===== src/rtl/ldf_pkg.sv =====
// Shared types, constants and helper functions for the LIDAR packet deframer.
// No dependencies; used by all rtl/ldf_* modules and the top level.
`timescale 1ns / 1ps

package ldf_pkg;

    localparam int PACKET_BYTES        = 22;
    localparam int READINGS_PER_PACKET = 4;

    localparam int POS_W    = 5;   // byte position inside a packet
    localparam int READ_W   = 2;   // reading number
    localparam int ANGLE_W  = 9;
    localparam int DIST_W   = 15;
    localparam int ACC_W    = 26;  // ten folds of a 16-bit word
    localparam int SUM_W    = 15;
    localparam int BASE_W   = 11;  // index*4 + offset, before mod 360
    localparam int CFG_IDX_W  = 1;
    localparam int CFG_DATA_W = 9;

    localparam logic [7:0]         START_BYTE    = 8'hFA;
    localparam logic [POS_W-1:0]   POS_INDEX     = 5'd1;
    localparam logic [POS_W-1:0]   POS_FIRST_RD  = 5'd4;
    localparam logic [POS_W-1:0]   POS_CSUM_LO   = 5'd20;
    localparam logic [POS_W-1:0]   POS_CSUM_HI   = 5'd21;
    localparam logic [READ_W-1:0]  LAST_READING  = 2'd3;
    localparam logic [DIST_W-1:0]  DIST_INVALID  = 15'h7FFF;
    localparam logic [ANGLE_W-1:0] ANGLE_OFFSET_RESET = 9'd257;

    // configuration register indexes
    localparam logic [CFG_IDX_W-1:0] CFG_ANGLE_OFFSET = 1'd0;
    localparam logic [CFG_IDX_W-1:0] CFG_CHECK_ENABLE = 1'd1;

    typedef struct packed {
        logic [ANGLE_W-1:0] angle_offset;
        logic               check_enable;
    } cfg_t;

    // one finished packet, handed from collector to emitter
    typedef struct packed {
        logic                                 done;
        logic                                 bad;
        logic [ANGLE_W-1:0]                   base_angle;
        logic [READINGS_PER_PACKET-1:0][DIST_W-1:0] distance;
    } pkt_t;

    // x < 1532 reduced mod 360 by three conditional subtracts
    function automatic logic [ANGLE_W-1:0] mod360(input logic [BASE_W-1:0] x);
        logic [BASE_W-1:0] t;
        t = x;
        if (t >= BASE_W'(1440)) t = t - BASE_W'(1440);
        if (t >= BASE_W'(720))  t = t - BASE_W'(720);
        if (t >= BASE_W'(360))  t = t - BASE_W'(360);
        return t[ANGLE_W-1:0];
    endfunction

endpackage


===== src/rtl/lidar_packet_deframer_top.sv =====
// Top level of the LIDAR packet deframer: config registers, collector, emitter.
// Depends on ldf_pkg, ldf_cfg_regs, ldf_collector, ldf_emitter.
`timescale 1ns / 1ps

// Channel   Dir  Word contents (low bit first)                Handshake
// s_        in   tdata[7:0] rx_byte                            s_tvalid/s_tready
// m_        out  tdata[8:0] angle, [23:9] distance (unsigned); m_tvalid/m_tready
//                tuser checksum_bad; tlast last_reading
// cfg_      in   cfg_index (0 angle_offset, 1 check_enable),   cfg_valid/cfg_ready
//                cfg_data
//
// One byte is taken per cycle while s_tready is high. Bytes are hunted for
// 0xFA, which opens a 22-byte packet collected with a running checksum; the
// last byte loads four readings into the output buffer, which sends one per
// cycle while m_tready is high. s_tready drops only on a packet's final byte
// while the previous packet's readings are still unsent; cfg_ready is always high.
// aresetn is synchronous, active low: hunting, output buffer empty,
// angle_offset 257, check_enable 0.

module lidar_packet_deframer_top (
    input  logic                           aclk,
    input  logic                           aresetn,
    // byte input
    input  logic                           s_tvalid,
    output logic                           s_tready,
    input  logic [7:0]                     s_tdata,   // [7:0] rx_byte
    // reading output
    output logic                           m_tvalid,
    input  logic                           m_tready,
    output logic [23:0]                    m_tdata,   // [8:0] angle, [23:9] distance
    output logic                           m_tuser,   // [0] checksum_bad
    output logic                           m_tlast,   // last_reading
    // configuration writes
    input  logic                           cfg_valid,
    output logic                           cfg_ready,
    input  logic [ldf_pkg::CFG_IDX_W-1:0]  cfg_index,
    input  logic [ldf_pkg::CFG_DATA_W-1:0] cfg_data
);

    ldf_pkg::cfg_t cfg;
    ldf_pkg::pkt_t pkt;
    logic          out_busy;

    ldf_cfg_regs u_cfg (
        .aclk      (aclk),
        .aresetn   (aresetn),
        .cfg_valid (cfg_valid),
        .cfg_ready (cfg_ready),
        .cfg_index (cfg_index),
        .cfg_data  (cfg_data),
        .cfg       (cfg)
    );

    // byte capture and checksum; decodes a packet on its final byte
    ldf_collector u_collector (
        .aclk       (aclk),
        .aresetn    (aresetn),
        .byte_valid (s_tvalid),
        .byte_ready (s_tready),
        .rx_byte    (s_tdata),
        .out_busy   (out_busy),
        .cfg        (cfg),
        .pkt        (pkt)
    );

    // four-reading output buffer
    ldf_emitter u_emitter (
        .aclk     (aclk),
        .aresetn  (aresetn),
        .pkt      (pkt),
        .busy     (out_busy),
        .m_tvalid (m_tvalid),
        .m_tready (m_tready),
        .m_tdata  (m_tdata),
        .m_tuser  (m_tuser),
        .m_tlast  (m_tlast)
    );

endmodule


===== src/rtl/ldf_cfg_regs.sv =====
// Configuration registers of the LIDAR packet deframer.
// Depends on ldf_pkg.
`timescale 1ns / 1ps

module ldf_cfg_regs (
    input  logic                          aclk,
    input  logic                          aresetn,
    input  logic                          cfg_valid,
    output logic                          cfg_ready,
    input  logic [ldf_pkg::CFG_IDX_W-1:0]  cfg_index,
    input  logic [ldf_pkg::CFG_DATA_W-1:0] cfg_data,
    output ldf_pkg::cfg_t                 cfg
);

    logic [ldf_pkg::ANGLE_W-1:0] offset_reg, offset_next;
    logic                        check_en_reg, check_en_next;

    assign cfg_ready = 1'b1;

    always_comb begin
        offset_next   = offset_reg;
        check_en_next = check_en_reg;
        if (cfg_valid) begin
            unique case (cfg_index)
                ldf_pkg::CFG_ANGLE_OFFSET: offset_next   = cfg_data;
                ldf_pkg::CFG_CHECK_ENABLE: check_en_next = cfg_data[0];
                default: ;
            endcase
        end
    end

    always_ff @(posedge aclk) begin
        if (!aresetn) begin
            offset_reg   <= ldf_pkg::ANGLE_OFFSET_RESET;
            check_en_reg <= 1'b0;
        end else begin
            offset_reg   <= offset_next;
            check_en_reg <= check_en_next;
        end
    end

    assign cfg.angle_offset = offset_reg;
    assign cfg.check_enable = check_en_reg;

endmodule


===== src/rtl/ldf_collector.sv =====
// Start-byte hunt, packet field capture and running checksum.
// Depends on ldf_pkg; feeds ldf_emitter.
`timescale 1ns / 1ps

module ldf_collector (
    input  logic          aclk,
    input  logic          aresetn,
    input  logic          byte_valid,
    output logic          byte_ready,
    input  logic [7:0]    rx_byte,
    input  logic          out_busy,
    input  ldf_pkg::cfg_t cfg,
    output ldf_pkg::pkt_t pkt
);

    localparam int NR = ldf_pkg::READINGS_PER_PACKET;

    logic                          in_packet_reg, in_packet_next;
    logic [ldf_pkg::POS_W-1:0]     pos_reg, pos_next;
    logic [ldf_pkg::ACC_W-1:0]     acc_reg, acc_next;
    logic [7:0]                    lo_hold_reg, lo_hold_next;  // low byte of current word
    logic [7:0]                    index_reg, index_next;
    logic [7:0]                    csum_lo_reg, csum_lo_next;
    logic [NR-1:0][7:0]            dlo_reg, dlo_next;
    logic [NR-1:0][5:0]            dhi_reg, dhi_next;
    logic [NR-1:0]                 inval_reg, inval_next;

    logic                          accept;
    logic                          last_byte;
    logic [ldf_pkg::READ_W-1:0]    rd_sel;
    logic [ldf_pkg::POS_W-1:0]     rd_pos;
    logic [15:0]                   fold;
    logic [ldf_pkg::SUM_W-1:0]     sum;
    logic                          bad;
    logic [ldf_pkg::BASE_W-1:0]    base;

    assign last_byte  = in_packet_reg && (pos_reg == ldf_pkg::POS_CSUM_HI);
    // final byte waits while the previous packet's readings are still queued
    assign byte_ready = !(last_byte && out_busy);
    assign accept     = byte_valid && byte_ready;

    assign rd_pos = pos_reg - ldf_pkg::POS_FIRST_RD;
    assign rd_sel = rd_pos[ldf_pkg::READ_W+1:2];

    always_comb begin
        in_packet_next = in_packet_reg;
        pos_next       = pos_reg;
        acc_next       = acc_reg;
        lo_hold_next   = lo_hold_reg;
        index_next     = index_reg;
        csum_lo_next   = csum_lo_reg;
        dlo_next       = dlo_reg;
        dhi_next       = dhi_reg;
        inval_next     = inval_reg;
        if (accept) begin
            if (!in_packet_reg) begin
                if (rx_byte == ldf_pkg::START_BYTE) begin
                    in_packet_next = 1'b1;
                    pos_next       = ldf_pkg::POS_INDEX;
                    lo_hold_next   = rx_byte;
                    acc_next       = '0;
                end
            end else if (pos_reg >= ldf_pkg::POS_CSUM_HI) begin
                // packet complete (or position out of range): back to hunting
                in_packet_next = 1'b0;
                pos_next       = '0;
            end else begin
                pos_next = pos_reg + 1'b1;
                if (pos_reg == ldf_pkg::POS_INDEX) begin
                    index_next = rx_byte;
                end
                if (pos_reg < ldf_pkg::POS_CSUM_LO) begin
                    if (pos_reg[0]) begin
                        acc_next = {acc_reg[ldf_pkg::ACC_W-2:0], 1'b0}
                                 + {{(ldf_pkg::ACC_W-16){1'b0}}, rx_byte, lo_hold_reg};
                    end else begin
                        lo_hold_next = rx_byte;
                    end
                    if (pos_reg >= ldf_pkg::POS_FIRST_RD) begin
                        if (rd_pos[1:0] == 2'd0) begin
                            dlo_next[rd_sel] = rx_byte;
                        end else if (rd_pos[1:0] == 2'd1) begin
                            dhi_next[rd_sel]   = rx_byte[5:0];
                            inval_next[rd_sel] = rx_byte[7];
                        end
                    end
                end else begin
                    csum_lo_next = rx_byte;
                end
            end
        end
    end

    always_ff @(posedge aclk) begin
        if (!aresetn) begin
            in_packet_reg <= 1'b0;
            pos_reg       <= '0;
        end else begin
            in_packet_reg <= in_packet_next;
            pos_reg       <= pos_next;
        end
    end

    always_ff @(posedge aclk) begin
        acc_reg     <= acc_next;
        lo_hold_reg <= lo_hold_next;
        index_reg   <= index_next;
        csum_lo_reg <= csum_lo_next;
        dlo_reg     <= dlo_next;
        dhi_reg     <= dhi_next;
        inval_reg   <= inval_next;
    end

    // end-around fold of the running sum, checked against bytes 20..21
    assign fold = {1'b0, acc_reg[ldf_pkg::SUM_W-1:0]}
                + {5'b0, acc_reg[ldf_pkg::ACC_W-1:ldf_pkg::SUM_W]};
    assign sum  = fold[ldf_pkg::SUM_W-1:0];
    assign bad  = cfg.check_enable && ({1'b0, sum} != {rx_byte, csum_lo_reg});
    assign base = {1'b0, index_reg, 2'b00}
                + {{(ldf_pkg::BASE_W-ldf_pkg::ANGLE_W){1'b0}}, cfg.angle_offset};

    always_comb begin
        pkt.done       = accept && last_byte;
        pkt.bad        = bad;
        pkt.base_angle = ldf_pkg::mod360(base);
        for (int k = 0; k < NR; k++) begin
            if (bad || inval_reg[k]) begin
                pkt.distance[k] = ldf_pkg::DIST_INVALID;
            end else begin
                pkt.distance[k] = {1'b0, dhi_reg[k], dlo_reg[k]};
            end
        end
    end

    a_pos_range: assert property (@(posedge aclk) disable iff (!aresetn)
        pos_reg <= ldf_pkg::POS_CSUM_HI)
        else $error("byte position out of range");
    a_hunt_pos: assert property (@(posedge aclk) disable iff (!aresetn)
        !in_packet_reg |-> pos_reg == '0)
        else $error("position nonzero while hunting");
    a_done_ends: assert property (@(posedge aclk) disable iff (!aresetn)
        pkt.done |=> !in_packet_reg)
        else $error("still in packet after completion");

endmodule


===== src/rtl/ldf_emitter.sv =====
// Reading buffer: holds one decoded packet and sends its four readings.
// Depends on ldf_pkg; loaded by ldf_collector.
`timescale 1ns / 1ps

module ldf_emitter (
    input  logic          aclk,
    input  logic          aresetn,
    input  ldf_pkg::pkt_t pkt,
    output logic          busy,
    output logic          m_tvalid,
    input  logic          m_tready,
    output logic [23:0]   m_tdata,
    output logic          m_tuser,
    output logic          m_tlast
);

    localparam int NR = ldf_pkg::READINGS_PER_PACKET;

    logic                              full_reg, full_next;
    logic [ldf_pkg::READ_W-1:0]        cnt_reg, cnt_next;
    logic                              bad_reg;
    logic [ldf_pkg::ANGLE_W-1:0]       base_reg;
    logic [NR-1:0][ldf_pkg::DIST_W-1:0] dist_reg;

    logic                              send;
    logic [ldf_pkg::ANGLE_W:0]         ang_sum;
    logic [ldf_pkg::ANGLE_W:0]         ang_wrap;

    assign send = full_reg && m_tready;
    assign busy = full_reg;

    always_comb begin
        full_next = full_reg;
        cnt_next  = cnt_reg;
        if (send) begin
            if (cnt_reg == ldf_pkg::LAST_READING) begin
                full_next = 1'b0;
                cnt_next  = '0;
            end else begin
                cnt_next = cnt_reg + 1'b1;
            end
        end
        if (pkt.done) begin
            full_next = 1'b1;
            cnt_next  = '0;
        end
    end

    always_ff @(posedge aclk) begin
        if (!aresetn) begin
            full_reg <= 1'b0;
            cnt_reg  <= '0;
        end else begin
            full_reg <= full_next;
            cnt_reg  <= cnt_next;
        end
    end

    always_ff @(posedge aclk) begin
        if (pkt.done) begin
            bad_reg  <= pkt.bad;
            base_reg <= pkt.base_angle;
            dist_reg <= pkt.distance;
        end
    end

    // angle of reading k: base + k, one wrap at most
    assign ang_sum  = {1'b0, base_reg} + {{(ldf_pkg::ANGLE_W-1){1'b0}}, cnt_reg};
    assign ang_wrap = (ang_sum >= 10'd360) ? ang_sum - 10'd360 : ang_sum;

    assign m_tvalid = full_reg;
    assign m_tdata  = {dist_reg[cnt_reg], ang_wrap[ldf_pkg::ANGLE_W-1:0]};
    assign m_tuser  = bad_reg;
    assign m_tlast  = (cnt_reg == ldf_pkg::LAST_READING);

    a_no_overrun: assert property (@(posedge aclk) disable iff (!aresetn)
        pkt.done |-> !full_reg)
        else $error("packet loaded over unsent readings");
    a_drain_ends: assert property (@(posedge aclk) disable iff (!aresetn)
        send && m_tlast |=> !full_reg)
        else $error("buffer still full after last reading");
    a_angle_range: assert property (@(posedge aclk) disable iff (!aresetn)
        full_reg |-> m_tdata[ldf_pkg::ANGLE_W-1:0] < 9'd360)
        else $error("angle not reduced");
    a_count_idle: assert property (@(posedge aclk) disable iff (!aresetn)
        !full_reg |-> cnt_reg == '0)
        else $error("reading count nonzero while empty");

endmodule

===== config.mk =====
export PLATFORM = sky130hd
export DESIGN_NAME = lidar_packet_deframer_top
export DESIGN_NICKNAME = d
export VERILOG_FILES = /design/src/rtl/ldf_pkg.sv /design/src/rtl/lidar_packet_deframer_top.sv /design/src/rtl/ldf_cfg_regs.sv /design/src/rtl/ldf_collector.sv /design/src/rtl/ldf_emitter.sv
export SDC_FILE = /design/constraint.sdc
export NUM_CORES = 1
export LEC_CHECK = 0
export ABC_AREA = 0
export BUFFER_PORTS_ARGS = -buffer_cell sky130_fd_sc_hd__buf_2
export CAP_MARGIN = 20
export CORE_MARGIN = 2
export CORE_UTILIZATION = 55
export DETAILED_ROUTE_END_ITERATION = 8
export GPL_TIMING_DRIVEN = 0
export MAX_ROUTING_LAYER = met4
export PLACE_DENSITY = 0.85
export SYNTH_ARGS = -nofsm -noshare
export SYNTH_HDL_FRONTEND = slang
export SYNTH_HIERARCHICAL = 1
export SYNTH_SLANG_ARGS = --single-unit

===== constraint.sdc =====
create_clock -name aclk -period 7.44 [get_ports aclk]
set_input_delay 0 -clock aclk [delete_from_list [all_inputs] [get_ports aclk]]
set_output_delay 0 -clock aclk [all_outputs]
set_load 0.01 [all_outputs]

## Yosys cells after proc, flatten, opt, wreduce, memory -nomap -nowiden

Index checks and enable logic that the tools add are counted.
W data, S select, Z words.

| operators by class | value |
|---|---|
| equal/unequal tests | 10 |
| add/sub/neg operators | 11 |
| reductions and logical operators | 27 |
| bitwise logic cells | 5 |
| mux-type cells | 39 |
| order comparisons | 10 |

Operators with widths:

| operator | count |
|---|---|
| $mux W26 | 5 |
| $mux W15 | 5 |
| $mux W8 | 6 |
| $bwmux W32 | 1 |
| $bmux W15 S2 | 1 |
| $add A26 B16 Y26 | 1 |
| $bwmux W24 | 1 |
| $mux W11 | 2 |
| $mux W9 | 2 |
| $sub A9 B9 Y9 const B | 2 |
| $demux W8 S2 | 1 |
| $ne A15 B16 Y1 | 1 |
| $add A15 B11 Y15 | 1 |
| $mux W5 | 3 |
| $demux W6 S2 | 1 |
| $add A10 B9 Y11 | 1 |
| $ge A11 B10 Y1 const B | 1 |
| $ge A11 B11 Y1 const B | 1 |
| $ge A11 B9 Y1 const B | 1 |
| $sub A11 B10 Y11 const B | 1 |
| $sub A11 B11 Y11 const B | 1 |
| $add A9 B2 Y10 | 1 |
| $ge A10 B9 Y1 const B | 1 |
| $reduce_and A5 Y1 | 2 |
| 30 further kinds | 59 |

| word-level totals | value |
|---|---|
| output and inout port bits | 29 |
| register bits | 199 |
| word-level logic and storage cells | 131 |

## Logic depth before layout (Yosys ltp)

| logic depth | value |
|---|---|
| word-level depth | 8 |
| mapped depth | 18 |
| gate-level depth less buffers | 16 |

## Cells and area by module

Netlist, hierarchy kept.

By module, submodules not included:

| module | sequential area each (um^2) | cells each | instances | area an instance (um^2) |
|---|---|---|---|---|
| ldf_collector | 3423.3 | 628 | 1 | 6825.3 |
| ldf_emitter | 2162.1 | 176 | 1 | 3135.5 |
| ldf_cfg_regs | 200.2 | 48 | 1 | 452.9 |

## Worst setup path after synthesis

OpenSTA, ideal clock, no wires.

| timing path | value |
|---|---|
| path kind | register to register |
| start | register u_collector/pos_reg[3] (netlist name) |
| end | register u_emitter/cnt_reg[0] (netlist name) |
| cell stages (with the launch flop) | 12 |
| data arrival time | 6.878 ns |
| slack | 0.442 ns |
| required time | 7.320 ns |
| buffers on the path | 1 |
| cell sequence | dfxtp_1 clkbuf_1 inv_1 nand2_1 nor2_1 nand3_1 nand2_1 nor2_1 nand2_1 nor3_1 nand2b_1 nor2_1 |

RTL lines:

| what | line | source |
|---|---|---|
| start: declaration | ldf_collector.sv:19 | `logic [ldf_pkg::POS_W-1:0] pos_reg, pos_next;` |
| start signal: assignment | ldf_collector.sv:100 | `pos_reg <= pos_next;` |
| end signal: assignment | ldf_emitter.sv:55 | `cnt_reg <= cnt_next;` |
| end: declaration | ldf_emitter.sv:20 | `logic [ldf_pkg::READ_W-1:0] cnt_reg, cnt_next;` |

==> metrics list <==
* # fillers: between 1000 and 1500
- DRC violation count after routing: 0
- The tool flagged a number of max-cap violations equal to 0.
* Final hold vios: 0
- Final cell utilization of the core: approximately 64%
- The clock reaches the later pin of the worst-skew pair after roughly 0.44 ns.
- First-pass GRT wire length: 35260 um
- Level count of the clock H-tree: 4
* Pwr Density: 198.5 mW/mm^2
- TritonCTS clock tree: done
- Finish-stage setup viols: 0
- Routability-driven placement finished with a final weighted congestion of 0.9015.
* Placed standard-cell area: 0.01105 sq mm
- Min-Delay Path Depth: 1
- The root buffer cell chosen for the clock tree is sky130_fd_sc_hd__clkbuf_16.
* Worst endpoint data arrival time: 5.00 ns
* Start point of the critical path: u_collector/index_reg[0]
* 1st-pass router iterations: 6
- Final WS setup: 2.605 ns
* Horizontal extent of the die: 141.6 um
- Max Root-Sink Buffers: 2
- Final cell area excluding filler cells: 0.01192 sq mm
- After clock tree synthesis, the repair step resized 0 gates.
- Among all flip-flop cells after synthesis, the most frequent one is sky130_fd_sc_hd__edfxtp_1.
* Flop2flop setup slack: between 2 and 3 ns
* Fin crit period: 4.835 ns
* Vertical die dimension: roughly 140 um
- Final Skew: ~0.010 ns
- Synthesis-to-finish area growth: 14.48%
- End point of the most critical hold path: u_collector/lo_hold_reg[4]
- After detailed routing, the number of vias per cell comes to 6.170.
- The startpoint identified for the worst register-to-register timing path is u_collector/index_reg[0].
* Clock sink count: 199
* Mean area per synthesized cell: 12.22 sq um
- Total number of placement rows: 50
- Seq/Total Area, Yosys: between 50% and 60%
- Maximum clock rate: approximately 0.21 GHz
* Clock-pin slew on the worst setup and hold paths: 0.08 ns
* Antenna viol nets, final: 0
* Maximum number of pins on one net before global-route repair: 21
- STA classifies the critical path startpoint as a register.
* Tightest Hold Check Type: in -> reg
- Counting flops and latches in the post-synthesis netlist gives slightly below 200.
- Number of slew-limit violations in the final report: 0
* Number of buffers added by the clock tree synthesis step: 17
* Class of the most critical setup path: reg -> reg
- Placeable core region: 0.01864 sq mm
* Number of global-route vias before repair: 7019
- Required @ worst endpoint: 7.61 ns
* FFs w/ async S/R, synth: 0%
- Counting stages on the worst path, the most repeated cell is sky130_fd_sc_hd__a21oi_1.
- For this run, the slowest stage of the critical path takes roughly 0.53 ns.
- Remaining max-slew budget at the tightest pin: 32.92%
* Category of the worst setup path capture point: register
- The largest individual stage delay along the critical path comes from the cell sky130_fd_sc_hd__mux2i_1.
- Number of flops mapped to enable cells by yosys: 180
- Setup repair after global routing missed its margin: no
- The critical path goes through ha_1 > fa_1 > a211oi_2 > o21ai_1 > a221oi_4 > a21oi_1 > nor3_1 > mux2i_1 > a31oi_1 > a41oi_2 > nand4_1 > or4_1 > a21oi_1 > xor2_1.
* Count of input and output buffers: 50
- Critical path buffer and inverter count: 0
- Number of different library cells in the post-synthesis netlist: 88
- For this run the aggregate overflow at the end of global routing stands at 0.
* Initial drt markers: 871
- Initial core utilization: 55.86%
- The register with the most flip-flops in the layout has 60 of them.
* Gate count of the mapped netlist: 852
- Tightest Pin Transition: 1.001 ns
- Count of cells along the worst register-to-register path: 14
- Netlist area before placement: 0.01041 sq mm
- The number of antenna diodes in the final layout is 0.
* Fraction of final layout cells sized beyond drive strength 1: 15.99%
* Number of antenna violations at the first check in global routing: 0
* Max FO, Critical Path: 8
- Once detailed placement completed, the half-perimeter wirelength came to 15310 um.
- The die covers 0.02005 sq mm.
* Worst reg2reg endpoint: u_emitter/base_reg[6]
* Ratio of final minimum period to clock period: between 60% and 70%
- Global-route usage over all layers: around a quarter
- Total setup buffers inserted after CTS: 0
- Total Negative Setup Slacks: 0 ns
* Vias: ~7400
- Worst path top cell family by delay: compound AO/OA/AOI/OAI gates
* Post-Synthesis Net Count: 920
- Total Nets Final: 1018
- The worst hold path begins at s_tdata[4].
- Total Routed Length: roughly 22000 um
* Pre-CTS worst setup slack: 2.723 ns
* Wire length per cell: 18.77 um
- The run finished with clean final reports.
* Count of warnings emitted by yosys: 6
- IR analysis of the VDD net gives a maximum drop of 0.1479 mV.
- Smallest hold slack: ~0.010 ns
* Leak: 4.260 nW
* Num ports: 52
==> synth_stat cells (all sizes together) (19+ instances only) <==
master	instances	area (sq um)
o21ai	36	183.9
buf	19	165.2
xor2	19	166.4
dfxtp	19	380.4
xnor2	30	262.8
a21oi	37	192.7
inv	30	112.6
nor3	25	130.1
nand2	70	262.8
or3	58	362.9
ha	41	513.0
edfxtp	180	5405
nor2	55	206.5
==> worst max-delay path by stage <==
stage | end | cells past startpoint
floorplan | u_emitter/cnt_reg[0] | 11
global placement | u_emitter/cnt_reg[0] | 11
global route | u_emitter/base_reg[6] | 14
detailed placement | u_emitter/base_reg[6] | 14
CTS | u_emitter/base_reg[6] | 14
finish | u_emitter/base_reg[6] | 14
==> timing repair <==
action                                 CTS  global route
endpoints found under the hold margin   77             0
hold buffers                            21             0
setup endpoints to repair                0             0
==> layout by cell type, fill, tap and decap left out, drive strengths merged, types with 7 or more instances in the layout <==
cell           n
nor2          55
edfxtp       180
nand3         17
o21a           8
nor2b          7
nor3          25
a21oi         37
dfxtp         19
nand2         70
nand2b         7
buf           76
or3           58
xnor2         30
a211oi         9
clkbuf        36
a21o           9
dlygate4sd3   21
o21ai         36
xor2          19
inv           37
ha            41
mux2i         17
o211ai         8
mux4          16
==> cell families (layout without fill, tap and decap cells) <==
| family | after synthesis | count (layout) | synth area share, % |
|---|---|---|---|
| simple gates | 295 | 295 | 15.05 |
| flops | 199 | 199 | 55.56 |
| compound gates | 162 | 162 | 11.02 |
| buf+inv | 67 | 178 | 3.328 |
| xor+xnor | 49 | 49 | 4.121 |
| fa+ha+maj | 46 | 46 | 5.791 |
| mux | 33 | 33 | 5.094 |
| other cells | 1 | 1 | 0.03601 |
==> routing by layer <==
metal,GRT usage [%],vias up,part of all wire (%)
li1,-,3422,-
met1,28.86,3559,41
met2,39.58,350,50
met3,4.084,54,7.0
met4,9.053,0,2.7
met5,-,-,0
==> worst reg2reg max path, stage by stage, from the launching register on <==
cell                       delay, ns
sky130_fd_sc_hd__edfxtp_1       0.38
sky130_fd_sc_hd__ha_1           0.23
sky130_fd_sc_hd__fa_1           0.45
sky130_fd_sc_hd__a211oi_2       0.42
sky130_fd_sc_hd__o21ai_1        0.20
sky130_fd_sc_hd__a221oi_4       0.48
sky130_fd_sc_hd__a21oi_1        0.19
sky130_fd_sc_hd__nor3_1         0.36
sky130_fd_sc_hd__mux2i_1        0.53
sky130_fd_sc_hd__a31oi_1        0.17
sky130_fd_sc_hd__a41oi_2        0.25
sky130_fd_sc_hd__nand4_1        0.20
sky130_fd_sc_hd__or4_1          0.44
sky130_fd_sc_hd__a21oi_1        0.19
sky130_fd_sc_hd__xor2_1         0.08
==> per-stage QoR <==
step	power, W	cells
floorplan	0.001339	852
global placement	0.001377	1136
detailed placement	0.001381	1143
CTS	0.002374	1196
global route	0.002432	1197
finish	0.002367	1197
==> cell type report <==
class                      count  area [sq um]  area share, %
tap                          234         292.8          2.456
multi-input combinational    586          4295          36.03
clock inverter                15         231.5          1.942
clock buffer                  17         425.4          3.568
buffer                        37         234.0          1.963
inverter                      30         112.6         0.9446
timing repair buffer          79         544.3          4.566
sequential                   199          5786          48.53
==> where the power goes <==
part	switching (W)	leakage, nW	internal [W]	total [W]
registers	0.00000287	1.78	0.00121	0.00122
clock network	0.000446	0.323	0.000553	0.000999
logic	0.0000875	2.15	0.0000623	0.000150
Note: power is estimated with default switching activity, not from simulation.
